==> config.mk <==
export PLATFORM = sky130hd
export DESIGN_NAME = two_stack_cursor_list
export DESIGN_NICKNAME = d
export VERILOG_FILES = /design/src/rtl/tscl_pkg.sv /design/src/rtl/tscl_fifo.sv /design/src/rtl/tscl_front.sv /design/src/rtl/tscl_back.sv /design/src/rtl/two_stack_cursor_list.sv
export SDC_FILE = /design/constraint.sdc
export NUM_CORES = 2
export LEC_CHECK = 0
export BUFFER_PORTS_ARGS = -buffer_cell sky130_fd_sc_hd__buf_2
export CELL_PAD_IN_SITES_DETAIL_PLACEMENT = 1
export CELL_PAD_IN_SITES_GLOBAL_PLACEMENT = 2
export CORE_MARGIN = 3
export CORE_UTILIZATION = 44
export CTS_CLUSTER_SIZE = 14
export DETAILED_ROUTE_END_ITERATION = 12
export HOLD_SLACK_MARGIN = 0.08
export PLACE_DENSITY_LB_ADDON = 0.25
export SKIP_CTS_REPAIR_TIMING = 1
export SYNTH_ARGS = -nofsm -noshare
export SYNTH_HDL_FRONTEND = slang
export SYNTH_HIERARCHICAL = 1
export SYNTH_MEMORY_MAX_BITS = 65536
export SYNTH_SLANG_ARGS = --single-unit
==> constraint.sdc <==
create_clock -name clk -period 7.5 [get_ports clk]
set_clock_uncertainty 0.15 [all_clocks]
set_input_delay 1.125 -clock clk [delete_from_list [all_inputs] [get_ports clk]]
set_output_delay 1.125 -clock clk [all_outputs]
set_load 0.005 [all_outputs]
==> src/rtl/tscl_pkg.sv <==
// ----------------------------------------------------------------------------
// tscl_pkg
// Types and codes shared by the two-stack cursor list block.
// ----------------------------------------------------------------------------
package tscl_pkg;

	typedef enum logic [1:0] {
		ACT_INSERT  = 2'd0,
		ACT_MOVE_RL = 2'd1,
		ACT_MOVE_LR = 2'd2,
		ACT_REMOVE  = 2'd3
	} act_code_t;

	localparam logic [1:0] ST_DONE    = 2'd0;
	localparam logic [1:0] ST_IGNORED = 2'd1;
	localparam logic [1:0] ST_FULL    = 2'd2;

	// where the active value comes from once the command has run
	typedef enum logic [2:0] {
		SRC_KEEP,
		SRC_VAL,
		SRC_MOVED,
		SRC_READ,
		SRC_ZERO
	} act_src_t;

	typedef enum logic [2:0] {
		BS_IDLE,
		BS_RSRC,
		BS_WR,
		BS_RACT,
		BS_FIN
	} back_state_t;

	typedef struct packed {
		logic       rd_en;
		logic       wr_en;
		logic       wr_from_rd;
		act_src_t   src;
		logic [1:0] status;
		logic       empty;
	} ctl_t;

	typedef struct packed {
		logic [1:0]  action;
		logic [15:0] car_value;
	} in_t;

	typedef struct packed {
		logic [15:0] active_value;
		logic        active_valid;
		logic        list_empty;
		logic [1:0]  status;
	} out_t;

endpackage

==> src/rtl/tscl_fifo.sv <==
// ----------------------------------------------------------------------------
// tscl_fifo
// Short command queue between the front and back parts.
// ----------------------------------------------------------------------------
module tscl_fifo #(
	parameter int WIDTH = 8,
	parameter int DEPTH = 2
) (
	input  logic             clk,
	input  logic             arst_n,
	input  logic             push,
	input  logic [WIDTH-1:0] din,
	output logic             full,
	input  logic             pop,
	output logic [WIDTH-1:0] dout,
	output logic             valid
);

	localparam int PW = (DEPTH > 1) ? $clog2(DEPTH) : 1;
	localparam int CW = $clog2(DEPTH + 1);

	logic [WIDTH-1:0] mem_q [DEPTH];
	logic [PW-1:0]    wr_ptr_q, rd_ptr_q;
	logic [CW-1:0]    cnt_q;

	assign full  = (cnt_q == CW'(DEPTH));
	assign valid = (cnt_q != '0);
	assign dout  = mem_q[rd_ptr_q];

	always_ff @(posedge clk) begin
		if (push) begin
			mem_q[wr_ptr_q] <= din;
		end
	end

	always_ff @(posedge clk or negedge arst_n) begin
		if (!arst_n) begin
			wr_ptr_q <= '0;
			rd_ptr_q <= '0;
			cnt_q    <= '0;
		end else begin
			if (push) begin
				wr_ptr_q <= (wr_ptr_q == PW'(DEPTH - 1)) ? '0 : wr_ptr_q + PW'(1);
			end
			if (pop) begin
				rd_ptr_q <= (rd_ptr_q == PW'(DEPTH - 1)) ? '0 : rd_ptr_q + PW'(1);
			end
			if (push && !pop) begin
				cnt_q <= cnt_q + CW'(1);
			end else if (pop && !push) begin
				cnt_q <= cnt_q - CW'(1);
			end
		end
	end

endmodule

==> src/rtl/tscl_front.sv <==
// ----------------------------------------------------------------------------
// tscl_front
// Accepts items, tracks stack depths and turns each item into a store command.
// ----------------------------------------------------------------------------
module tscl_front #(
	parameter int CAPACITY = 256
) (
	input  logic                            clk,
	input  logic                            arst_n,
	input  logic                            item_valid,
	output logic                            item_ready,
	input  tscl_pkg::in_t                   item,
	input  logic                            q_full,
	output logic                            push,
	output tscl_pkg::ctl_t                  ctl,
	output logic [$clog2(CAPACITY)-1:0]     rd_addr,
	output logic [$clog2(CAPACITY)-1:0]     wr_addr,
	output logic [$clog2(CAPACITY)-1:0]     act_addr,
	output logic [15:0]                     value
);

	localparam int AW = $clog2(CAPACITY);
	localparam int CW = $clog2(CAPACITY + 1);
	localparam logic [CW-1:0] CAP_C = CW'(CAPACITY);

	logic [CW-1:0] lc_q, rc_q, lc_n, rc_n;
	logic [CW:0]   total;
	logic [CW-1:0] rtop_cur, rtop_inc, rtop_dec, lm1, lm2;

	assign item_ready = !q_full;
	assign push       = item_valid && item_ready;
	assign value      = item.car_value;

	assign total    = {1'b0, lc_q} + {1'b0, rc_q};
	assign rtop_cur = CAP_C - rc_q;
	assign rtop_inc = rtop_cur - CW'(1);
	assign rtop_dec = rtop_cur + CW'(1);
	assign lm1      = lc_q - CW'(1);
	assign lm2      = lc_q - CW'(2);

	always_comb begin
		ctl.rd_en      = 1'b0;
		ctl.wr_en      = 1'b0;
		ctl.wr_from_rd = 1'b0;
		ctl.src        = tscl_pkg::SRC_KEEP;
		ctl.status     = tscl_pkg::ST_DONE;
		rd_addr        = '0;
		wr_addr        = '0;
		act_addr       = '0;
		lc_n           = lc_q;
		rc_n           = rc_q;
		case (tscl_pkg::act_code_t'(item.action))
			tscl_pkg::ACT_INSERT: begin
				if (total >= (CW + 1)'(CAPACITY)) begin
					ctl.status = tscl_pkg::ST_FULL;
				end else begin
					rc_n      = rc_q + CW'(1);
					ctl.wr_en = 1'b1;
					wr_addr   = rtop_inc[AW-1:0];
					ctl.src   = tscl_pkg::SRC_VAL;
				end
			end
			tscl_pkg::ACT_MOVE_RL: begin
				if (rc_q == '0) begin
					ctl.status = tscl_pkg::ST_IGNORED;
				end else begin
					ctl.rd_en      = 1'b1;
					ctl.wr_en      = 1'b1;
					ctl.wr_from_rd = 1'b1;
					rd_addr        = rtop_cur[AW-1:0];
					wr_addr        = lc_q[AW-1:0];
					rc_n           = rc_q - CW'(1);
					lc_n           = lc_q + CW'(1);
					if (rc_q != CW'(1)) begin
						ctl.src  = tscl_pkg::SRC_READ;
						act_addr = rtop_dec[AW-1:0];
					end else begin
						ctl.src = tscl_pkg::SRC_MOVED;
					end
				end
			end
			tscl_pkg::ACT_MOVE_LR: begin
				if (lc_q == '0) begin
					ctl.status = tscl_pkg::ST_IGNORED;
				end else begin
					ctl.rd_en      = 1'b1;
					ctl.wr_en      = 1'b1;
					ctl.wr_from_rd = 1'b1;
					rd_addr        = lm1[AW-1:0];
					wr_addr        = rtop_inc[AW-1:0];
					lc_n           = lc_q - CW'(1);
					rc_n           = rc_q + CW'(1);
					ctl.src        = tscl_pkg::SRC_MOVED;
				end
			end
			tscl_pkg::ACT_REMOVE: begin
				if (rc_q != '0) begin
					rc_n = rc_q - CW'(1);
					if (rc_q != CW'(1)) begin
						ctl.src  = tscl_pkg::SRC_READ;
						act_addr = rtop_dec[AW-1:0];
					end else if (lc_q != '0) begin
						ctl.src  = tscl_pkg::SRC_READ;
						act_addr = lm1[AW-1:0];
					end else begin
						ctl.src = tscl_pkg::SRC_ZERO;
					end
				end else if (lc_q != '0) begin
					lc_n = lc_q - CW'(1);
					if (lc_q != CW'(1)) begin
						ctl.src  = tscl_pkg::SRC_READ;
						act_addr = lm2[AW-1:0];
					end else begin
						ctl.src = tscl_pkg::SRC_ZERO;
					end
				end else begin
					ctl.status = tscl_pkg::ST_IGNORED;
				end
			end
			default: begin
				ctl.status = tscl_pkg::ST_IGNORED;
			end
		endcase
		ctl.empty = (lc_n == '0) && (rc_n == '0);
	end

	always_ff @(posedge clk or negedge arst_n) begin
		if (!arst_n) begin
			lc_q <= '0;
			rc_q <= '0;
		end else if (push) begin
			lc_q <= lc_n;
			rc_q <= rc_n;
		end
	end

	a_depth_bound: assert property (@(posedge clk) disable iff (!arst_n)
		total <= (CW + 1)'(CAPACITY))
		else $error("stack depths exceed the store");

endmodule

==> src/rtl/tscl_back.sv <==
// ----------------------------------------------------------------------------
// tscl_back
// Runs store commands on the single-port element store and forms results.
// ----------------------------------------------------------------------------
module tscl_back #(
	parameter int CAPACITY    = 256,
	parameter int VALUE_WIDTH = 16
) (
	input  logic                        clk,
	input  logic                        arst_n,
	input  logic                        q_valid,
	output logic                        q_pop,
	input  tscl_pkg::ctl_t              ctl,
	input  logic [$clog2(CAPACITY)-1:0] rd_addr,
	input  logic [$clog2(CAPACITY)-1:0] wr_addr,
	input  logic [$clog2(CAPACITY)-1:0] act_addr,
	input  logic [15:0]                 value,
	output logic                        result_valid,
	input  logic                        result_ready,
	output tscl_pkg::out_t              result
);

	localparam int AW = $clog2(CAPACITY);

	tscl_pkg::back_state_t state_q, state_n;

	tscl_pkg::ctl_t         ctl_q;
	logic [AW-1:0]          rd_addr_q, wr_addr_q, act_addr_q;
	logic [15:0]            val_q;
	logic [VALUE_WIDTH-1:0] active_q, act_n;
	logic [VALUE_WIDTH-1:0] store_q [CAPACITY];
	logic [VALUE_WIDTH-1:0] rdata_q, mem_wdata;
	logic [AW-1:0]          mem_addr;
	logic                   mem_re, mem_we, out_load;
	logic                   out_valid_q;
	tscl_pkg::out_t         out_q, res;

	always_comb begin
		state_n = state_q;
		case (state_q)
			tscl_pkg::BS_IDLE: begin
				if (q_valid) begin
					if (ctl.rd_en) begin
						state_n = tscl_pkg::BS_RSRC;
					end else if (ctl.wr_en) begin
						state_n = tscl_pkg::BS_WR;
					end else if (ctl.src == tscl_pkg::SRC_READ) begin
						state_n = tscl_pkg::BS_RACT;
					end else begin
						state_n = tscl_pkg::BS_FIN;
					end
				end
			end
			tscl_pkg::BS_RSRC: begin
				state_n = tscl_pkg::BS_WR;
			end
			tscl_pkg::BS_WR: begin
				state_n = (ctl_q.src == tscl_pkg::SRC_READ) ? tscl_pkg::BS_RACT
				                                          : tscl_pkg::BS_FIN;
			end
			tscl_pkg::BS_RACT: begin
				state_n = tscl_pkg::BS_FIN;
			end
			tscl_pkg::BS_FIN: begin
				if (out_load) begin
					state_n = tscl_pkg::BS_IDLE;
				end
			end
			default: begin
				state_n = tscl_pkg::BS_IDLE;
			end
		endcase
	end

	always_comb begin
		q_pop     = 1'b0;
		mem_re    = 1'b0;
		mem_we    = 1'b0;
		mem_addr  = rd_addr_q;
		out_load  = 1'b0;
		mem_wdata = ctl_q.wr_from_rd ? rdata_q : VALUE_WIDTH'(val_q);
		case (state_q)
			tscl_pkg::BS_IDLE: begin
				q_pop = q_valid;
			end
			tscl_pkg::BS_RSRC: begin
				mem_re = 1'b1;
			end
			tscl_pkg::BS_WR: begin
				mem_we   = 1'b1;
				mem_addr = wr_addr_q;
			end
			tscl_pkg::BS_RACT: begin
				mem_re   = 1'b1;
				mem_addr = act_addr_q;
			end
			tscl_pkg::BS_FIN: begin
				out_load = !out_valid_q || result_ready;
			end
			default: begin
				q_pop = 1'b0;
			end
		endcase
	end

	always_comb begin
		case (ctl_q.src)
			tscl_pkg::SRC_VAL:   act_n = VALUE_WIDTH'(val_q);
			tscl_pkg::SRC_MOVED: act_n = rdata_q;
			tscl_pkg::SRC_READ:  act_n = rdata_q;
			tscl_pkg::SRC_ZERO:  act_n = '0;
			default:             act_n = active_q;
		endcase
		res.active_value = 16'(act_n);
		res.active_valid = !ctl_q.empty;
		res.list_empty   = ctl_q.empty;
		res.status       = ctl_q.status;
	end

	always_ff @(posedge clk) begin
		if (mem_we) begin
			store_q[mem_addr] <= mem_wdata;
		end
		if (mem_re) begin
			rdata_q <= store_q[mem_addr];
		end
	end

	always_ff @(posedge clk) begin
		if (q_pop) begin
			ctl_q      <= ctl;
			rd_addr_q  <= rd_addr;
			wr_addr_q  <= wr_addr;
			act_addr_q <= act_addr;
			val_q      <= value;
		end
		if (out_load) begin
			out_q <= res;
		end
	end

	always_ff @(posedge clk or negedge arst_n) begin
		if (!arst_n) begin
			state_q     <= tscl_pkg::BS_IDLE;
			out_valid_q <= 1'b0;
			active_q    <= '0;
		end else begin
			state_q <= state_n;
			if (out_load) begin
				out_valid_q <= 1'b1;
				active_q    <= act_n;
			end else if (result_ready) begin
				out_valid_q <= 1'b0;
			end
		end
	end

	assign result_valid = out_valid_q;
	assign result       = out_q;

	a_one_port: assert property (@(posedge clk) disable iff (!arst_n)
		!(mem_we && mem_re))
		else $error("store read and write in one cycle");

	a_empty_zero: assert property (@(posedge clk) disable iff (!arst_n)
		result_valid && result.list_empty |->
			!result.active_valid && (result.active_value == '0))
		else $error("empty list reports an active value");

	a_keep_active: assert property (@(posedge clk) disable iff (!arst_n)
		out_load && (ctl_q.status != tscl_pkg::ST_DONE) |=> active_q == $past(active_q))
		else $error("ignored or rejected item changed the active value");

	a_pop_idle: assert property (@(posedge clk) disable iff (!arst_n)
		q_pop |=> (state_q != tscl_pkg::BS_IDLE))
		else $error("command popped but sequencer stayed idle");

endmodule

==> src/rtl/two_stack_cursor_list.sv <==
// ----------------------------------------------------------------------------
// two_stack_cursor_list
// Cursor list kept as a left and a right stack in one shared element store.
// ----------------------------------------------------------------------------
//  channel  | valid        | ready        | payload
//  ---------+--------------+--------------+----------------------------------
//  item     | item_valid   | item_ready   | item   (action, car_value)
//  result   | result_valid | result_ready | result (active_value, active_valid,
//           |              |              |         list_empty, status)
//
//  An item runs through the back sequencer with one state per access to the single-port
//  store plus a command pop and a result state: ignored or rejected items and a remove
//  that empties the list only pop and give a result, an insert writes, a remove that
//  keeps items reads the new top, and a move reads, writes, and may read the new top.
//  The front takes items while the two-entry command queue has room.
//  Reset clears the stack depths, queue, result valid flag and held active value; the store is not cleared.
//  A stalled result holds the sequencer; the queue keeps accepting until full.
// ----------------------------------------------------------------------------
module two_stack_cursor_list #(
	parameter int CAPACITY    = 256,
	parameter int VALUE_WIDTH = 16
) (
	input  logic           clk,
	input  logic           arst_n,
	input  logic           item_valid,
	output logic           item_ready,
	input  tscl_pkg::in_t  item,
	output logic           result_valid,
	input  logic           result_ready,
	output tscl_pkg::out_t result
);

	localparam int AW    = $clog2(CAPACITY);
	localparam int CMD_W = $bits(tscl_pkg::ctl_t) + 3 * AW + 16;

	logic             f_push, q_full, q_valid, q_pop;
	tscl_pkg::ctl_t   f_ctl, b_ctl;
	logic [AW-1:0]    f_rd, f_wr, f_act, b_rd, b_wr, b_act;
	logic [15:0]      f_val, b_val;
	logic [CMD_W-1:0] push_data, pop_data;

	tscl_front #(
		.CAPACITY(CAPACITY)
	) u_front (
		.clk       (clk),
		.arst_n    (arst_n),
		.item_valid(item_valid),
		.item_ready(item_ready),
		.item      (item),
		.q_full    (q_full),
		.push      (f_push),
		.ctl       (f_ctl),
		.rd_addr   (f_rd),
		.wr_addr   (f_wr),
		.act_addr  (f_act),
		.value     (f_val)
	);

	assign push_data = {f_ctl, f_rd, f_wr, f_act, f_val};

	tscl_fifo #(
		.WIDTH(CMD_W),
		.DEPTH(2)
	) u_queue (
		.clk   (clk),
		.arst_n(arst_n),
		.push  (f_push),
		.din   (push_data),
		.full  (q_full),
		.pop   (q_pop),
		.dout  (pop_data),
		.valid (q_valid)
	);

	assign {b_ctl, b_rd, b_wr, b_act, b_val} = pop_data;

	tscl_back #(
		.CAPACITY   (CAPACITY),
		.VALUE_WIDTH(VALUE_WIDTH)
	) u_back (
		.clk         (clk),
		.arst_n      (arst_n),
		.q_valid     (q_valid),
		.q_pop       (q_pop),
		.ctl         (b_ctl),
		.rd_addr     (b_rd),
		.wr_addr     (b_wr),
		.act_addr    (b_act),
		.value       (b_val),
		.result_valid(result_valid),
		.result_ready(result_ready),
		.result      (result)
	);

endmodule

After elaboration in Yosys (flattened, before gate mapping). Memory sizes are Yosys's and may differ from the RTL's. A register that Yosys moved wholly into a read port is not among the register bits. Index checks and enable logic that the tools add are counted.

$add $sub $neg: 13. $lt $le $gt $ge: 1. Equality and inequality tests: 17. Muxes and demuxes: 68. Reduce and logical (&&, ||, !) cells: 24.

Operators by type and width (count): 8-bit two-way mux (12); 9-bit two-way mux (8); 16-bit case mux with 3 select lines (1); 8-bit case mux with 2 select lines (3); 9-bit logical NOT (4); 9-bit case mux with 4 select lines (1); 3-bit two-way mux (11); 9-bit case mux with 3 select lines (1); 8-bit case mux with 3 select lines (1); 5-bit case mux with 4 select lines (1); 9-bit by 1-bit adder with 9-bit output (second input constant) (2); 1-bit two-way mux (18); 9-bit by 1-bit inequality test with 1-bit output (second input constant) (2); 9-bit nonzero test (2); 9-bit by 1-bit subtractor with 9-bit output (second input constant) (2); 16-bit two-way mux (1); 3-bit by 2-bit equality test with 1-bit output (second input constant) (5); 3-bit case mux with 5 select lines (1); 6-bit two-way mux (2); 9-bit by 9-bit adder with 10-bit output (1); 10-bit by 9-bit greater-or-equal comparator with 1-bit output (second input constant) (1); 8-bit by 1-bit adder with 8-bit output (second input constant) (1); 2-bit two-way mux (4); 1-bit by 8-bit subtractor with 8-bit output (first input constant) (1); 20 further kinds (37).

Register bits: 109. Bits in writable memories: 4194. Input port bits: 22. Output and inout port bits: 22. Logic and storage cells: 145. Memories: 2.

Memories: u_back.store_q (depth 256, width 16, rd ports 1, clocked after Yosys merged registers in 1, wr ports 1, RTL line tscl_back.sv:31) `logic [VALUE_WIDTH-1:0] store_q [CAPACITY];`; u_queue.mem_q (depth 2, width 49, rd ports 1, clocked after Yosys merged registers in 0, wr ports 1, RTL line tscl_fifo.sv:22) `logic [WIDTH-1:0] mem_q [DEPTH];`.

Depth between registers and ports, before layout.
Word-level depth: 7. Gate-level depth with buffers: 18. Gate-level depth less buffers: 14.

Hierarchy. The synthesis kept the hierarchy.

By module, submodules not included: tscl_back (instances 1, cells an instance 9054, area an instance 163878.4 um2, sequential area each 125990.8 um2); tscl_fifo (instances 1, cells an instance 169, area an instance 3978.8 um2, sequential area each 3042.9 um2); tscl_front (instances 1, cells an instance 484, area an instance 3342.0 um2, sequential area each 450.4 um2).

Worst setup path after synthesis. OpenSTA, ideal clock, no wires.

Path kind: register to register. Start point: register u_back.state_q[1]. End point: register u_queue.cnt_q[1]. Library setup time: 0.079 ns. Data arrival time: 7.023 ns. Required time: 7.271 ns. Setup slack: 0.248 ns. Cell stages (with the launch flop): 10. Buffers on the path: 3. Period minus slack after synthesis: 7.252 ns. Cell sequence: dfrtp_1 > buf_6 > clkbuf_1 > clkbuf_1 > nor4b_1 > inv_1 > ha_1 > xor2_1 > nor2_1 > xor2_1.

Word-level cells in the longest chain between the ends: 5. Elaborated cells between the ends (all ways): 7. Classes of those cells: mux (2); reduce/logical (5).

Ends and longest elaborated chain: start: declaration (RTL line tscl_back.sv:25) `tscl_pkg::back_state_t state_q, state_n;`; start signal: assignment (RTL line tscl_back.sv:144) `state_q <= tscl_pkg::BS_IDLE;`; start signal: assignment (RTL line tscl_back.sv:148) `state_q <= state_n;`; 3-bit logical NOT * (RTL line tscl_back.sv:82) `case (state_q)`; 1-bit two-way mux * (RTL line tscl_back.sv:82); named net q_pop (RTL line two_stack_cursor_list.sv:36) `logic f_push, q_full, q_valid, q_pop;`; 1-bit logical NOT (RTL line tscl_fifo.sv:48) `if (push && !pop) begin`; 1-bit logical AND (RTL line tscl_fifo.sv:48); 2-bit two-way mux or 2-bit nonzero test (tied branches); end signal: assignment (RTL line tscl_fifo.sv:49) `cnt_q <= cnt_q + CW'(1);`; end signal: assignment (RTL line tscl_fifo.sv:51) `cnt_q <= cnt_q - CW'(1);`; end: declaration (RTL line tscl_fifo.sv:24) `logic [CW-1:0] cnt_q;`.

Mark *: on every way through the listed nets, which the timed path passes. The rest lies on a longest branch. A chain may end at the register's enable or synchronous reset.

Worst setup path in the final report.
Start point: register u_back.state_q[1]. End point: register u_back.rdata_q[8] (read register of u_back.store_q), data pin.

Word-level cells in the longest chain between the ends: 3. Elaborated cells between the ends (all ways): 6. Classes of those cells: eq/ne (3); mux (2); reduce/logical (1).

Ends and longest elaborated chain: 3-bit by 1-bit equality test with 1-bit output or 3-bit by 2-bit equality test with 1-bit output (tied branches) (RTL line tscl_back.sv:82); 2-bit OR reduction (no line); 1-bit two-way mux (RTL line tscl_back.sv:82); end: declaration (RTL line tscl_back.sv:32) `logic [VALUE_WIDTH-1:0] rdata_q, mem_wdata;`.

Several ways; a longest one is shown, not always the timed one.

==> impl_summary.md <==
Outcome
The run finished with clean final reports.

Clocking
CTS built an H-tree with a depth of 5. The maximum count of clock buffers along a single path is 4. Clock-pin slew was measured on the worst setup and hold paths at ~0.06 ns. The clock sink count is ~4,300. The CTS tree is built. The root buffer selected by CTS is clkbuf_16.

The number of CTS-inserted buffers is between 400 and 500. The later pin in the worst-skew pair is clocked with a latency of approximately 1.0 ns.

Power
The share of power burned in the clock network is 0.235. The total power density per cell area is around 490 nW/um^2. The sequential group share of total power is 0.353. The worst supply voltage drop on vdd is about 0.50 mV. Of the total power, the share spent switching nets is 0.4072.

The part of the power in combinational logic is 0.411. The internal power consumption is roughly 56,000 uW. Summed over all nets, the switching power comes to between 30,000 and 40,000 uW. The static leakage is 0.06278 uW.

Timing
The final number of hold-violating endpoints is 0. Setup repair after global routing left no endpoint under its margin. The highest clock rate is 155.1 MHz. After layout, the minimum clock period comes to approximately 6.4 ns.

Setup violations remaining at the end of the flow were counted as 0. The number of slew-limit violations in the final report is 0. Final hold analysis gives a worst-case slack of approximately 0.09 ns.

Adding up every negative setup slack in the final design gives 0 ns. The ratio of final minimum period to clock period is 0.8599. At the pin with the least slew margin, the transition time is between 1 and 1.5 ns. The worst slew slack as a fraction of its limit is 0.04555.

Worst setup path
The critical path is of the flop to flop type. The worst register-to-register path ends at u_back/rdata_q[8]. The capture point of the worst path is u_back/rdata_q[8]. The peak fanout along the critical path is 85. Walking the worst path, the cells encountered are nor2b_4 > mux2i_4 > buf_12 > buf_12 > mux4_2 > mux2i_1 > nor3_1 > nor3_1 > nand4_1 > a211o_1. Data on the critical path is required at its endpoint by 8.12 ns. The sort of element at the end of the critical path is a flop. The depth of the worst register-to-register path is 10. Tracing the worst setup path back leads to its startpoint at u_back/state_q[1]. The startpoint identified for the worst register-to-register timing path is u_back/state_q[1]. The kind of cell with the highest combined delay on the critical path is simple AND/OR/NAND/NOR gates. The delay of the slowest critical-path stage is about 1 ns. For flop-to-flop paths, the worst setup slack is 1.05 ns.

The nature of the critical path startpoint is a flop. The buffering stage count on the worst path with inverters included is 2. Counting buffers and inverters, the worst setup path is 10 cells deep. For this design, the slowest cell found on the critical path is nor3_1. STA puts the critical path data arrival time at ~7 ns.

Logic synthesis
The largest total area in the synthesized netlist belongs to edfxtp_1. The post-synthesis register bit count is ~4,300. The combinational family with the most area after synthesis is multiplexers. The number of nets in the synthesized netlist is between 9,000 and 10,000. During synthesis, Yosys emitted a total of 6 warnings. The fraction of the mapped netlist area in adder cells is 0.002193. Of the total synthesized cell area, the portion taken by AND, OR, NAND and NOR gates is 0.07058. The xor and xnor fraction of the mapped netlist area is 0.002149. Of the post-synthesis cell area, the part taken by muxes is 0.1125. The synthesized area divided by synthesized cell count is between 15 and 20 um^2. Synthesis handed over a netlist of slightly below 10,000 instances. The primary flip-flop cell chosen by synthesis mapping is edfxtp_1.

The complex-gate fraction of the synthesized area came to 0.03421. For this run, the register share of the synthesized area comes to 0.7563. The post-synthesis instance area is about 170,000 um^2. After synthesis, the cell types taking the most area are edfxtp_1 75%, mux4_2 9.4%, nand2_1 3.1%.

For this run, asynchronously set or reset flops after synthesis account for 0.009724. The synthesized design contains about 4,300 enable-type register cells. After synthesis, the netlist uses between 90 and 100 different library cells. Sorting the synthesized cells by how often they occur yields 4,277 x edfxtp_1, 1,428 x nand2_1, 714 x mux4_2, 583 x nand3_1, 357 x nor2_1. Yosys instantiated no cell more often than edfxtp_1.

The share of Yosys cell area claimed by the top area cell type is 0.7502.

Global route
The total overflow left after global routing is 0. The number of antenna violations at the first check in global routing is 36. The global-route total usage across every layer is 0.2877.

The maximum number of pins on one net before global-route repair is 180. The global-route wire length before repair is just over 800,000 um. The via count of the first global-routing pass is slightly below 100k.

Layout
In the final layout, flip-flops and latches occupy around 130,000 um^2. Fill cells in the final layout number 35,580. The share of the core filled with cells is 0.5023. The area overhead of the layout relative to synthesis is 13.42%. The fraction of final layout cells with drive strength greater than 1 is 0.2128. The final cell count without fillers is 15,630. The net count of the finished layout is around 10,000. The footprint of the multi-input gates is 39,040 um^2.

Drt
The detailed-router iteration count before antenna repair is 6. The routed metal-1 wire length is ~230,000 um. The number of DRC violations after detailed-routing iteration 0 is between 10,000 and 15,000. After detailed routing, no signal wire sits above met5. For this run, design rule violations remaining after detail routing come to 0. Once detail routing completed, the nets flagged for antenna violations numbered 0. In the detailed route, the total length drawn on met3 is roughly 55,000 um.

The total via count after detailed routing is between 90,000 and 100k. The final wirelength is between 500,000 and 600,000 um. The average wire length per cell after detail routing is 37.11 um. The length of routed met2 wiring is around 270,000 um. The via count normalized by instance count is roughly 6.3.

Floorplanning
The die extent in y is between 600 and 700 um. The die area is a little under 400,000 um^2. The die width is 629.8 um.

The floorplan has approximately 230 rows. The number of top-level design ports is 44. The initial utilization of the core area, before any placement, comes to 0.4429. The standard cell core area is a little under 400,000 um^2.

Placement
The number of buffers added on ports is 43. Summed over all nets, the half-perimeter wirelength after detailed placement is between 300,000 and 400,000 um. The post-placement cell count is 14,780. Routability-driven placement finished with a final weighted congestion of 0.8923.

Flow run
The max-capacitance violation count is 0.

Worst hold path
The tightest min-delay check is of the primary input to async pin type.
[how the worst min path moves through the flow]
stage                     from                  to  slack [ns]
2_1_floorplan  u_back/ctl_q[1]    u_back/result[0]        0.25
3_3_place_gp   u_back/ctl_q[2]    u_back/result[1]        0.25
3_5_place_dp   u_back/ctl_q[1]    u_back/result[0]        0.27
4_1_cts                 arst_n  u_back/active_q[4]        0.06
5_1_grt                 arst_n  u_back/active_q[4]        0.12
6_report                arst_n  u_back/active_q[4]        0.09
[cell type report]
class,count,area share
clock buffers,541,0.06040
well taps,5175,0.03335
multi-input cells,4738,0.2010
diodes,10,0.0001289
inverters,38,0.0007475
clock inverters,293,0.01513
flip-flops and latches,4319,0.6669
repair buffers,513,0.02236
[layer usage]
| metal | track usage | up-vias |
|---|---|---|
| li1 | - | 39110 |
| met1 | 0.4040 | 53660 |
| met2 | 0.4470 | 5381 |
| met3 | 0.05237 | 1006 |
| met4 | 0.1156 | 16 |
| met5 | 0 | - |
[power by group through the flow]
stage	combinational [uW]	clock, uW	sequential, uW
after floorplan	21400	0	34000
after global placement	37900	0	34000
after detailed placement	38800	0	34100
after CTS	38900	22700	33600
after global routing	40700	23700	33600
final	39200	22400	33600
[through the flow]
step	cell area [um^2]	power, uW	setup WS, ns
floorplan	171200	55470	0.2475
global placement	179400	71950	-0.1754
detailed placement	179500	72870	1.100
CTS	194200	95160	1.071
global route	194200	98010	1.075
finish	194200	95240	1.051
[placed cells by master (no fill, tap or decap), types with 62 or more instances in the layout]
master / instances
o21ai_0: 97
clkbuf_16: 455
a21oi_1: 306
nand2_1: 1408
clkinv_2: 83
nor3_1: 62
mux4_2: 714
nand3_1: 583
nor2_1: 226
a22oi_1: 139
mux2i_1: 161
edfxtp_1: 4277
nor2_2: 127
clkbuf_1: 84
and3_1: 73
buf_4: 421
clkinv_1: 114
o22ai_1: 62
a31oi_1: 98
[sequential cells by signal, summed over array words and instances, names as in the netlist]
name                 flops
u_queue/mem_q           98
u_back/ctl_q             7
u_back/rdata_q          16
u_back/result           20
u_back/act_addr_q        8
u_back/rd_addr_q         8
u_front/rc_q             9
u_front/lc_q             9
u_back/val_q            16
u_queue/cnt_q            2
u_queue/wr_ptr_q         1
u_back/store_q        4096
u_back/wr_addr_q         8
u_back/state_q           3
u_back/result_valid      1
u_back/active_q         16
u_queue/rd_ptr_q         1
[kinds of logic (layout without fill, tap and decap cells)]
logic type / count (synthesis) / after routing
flops: 4319 / 4319
simple gates: 2761 / 2761
mux: 990 / 990
compound gates: 915 / 915
buf+inv: 650 / 1385
xor+xnor: 42 / 42
fa+ha+maj: 30 / 30
other cells: 0 / 10
Note: power is estimated with default switching activity, not from simulation.
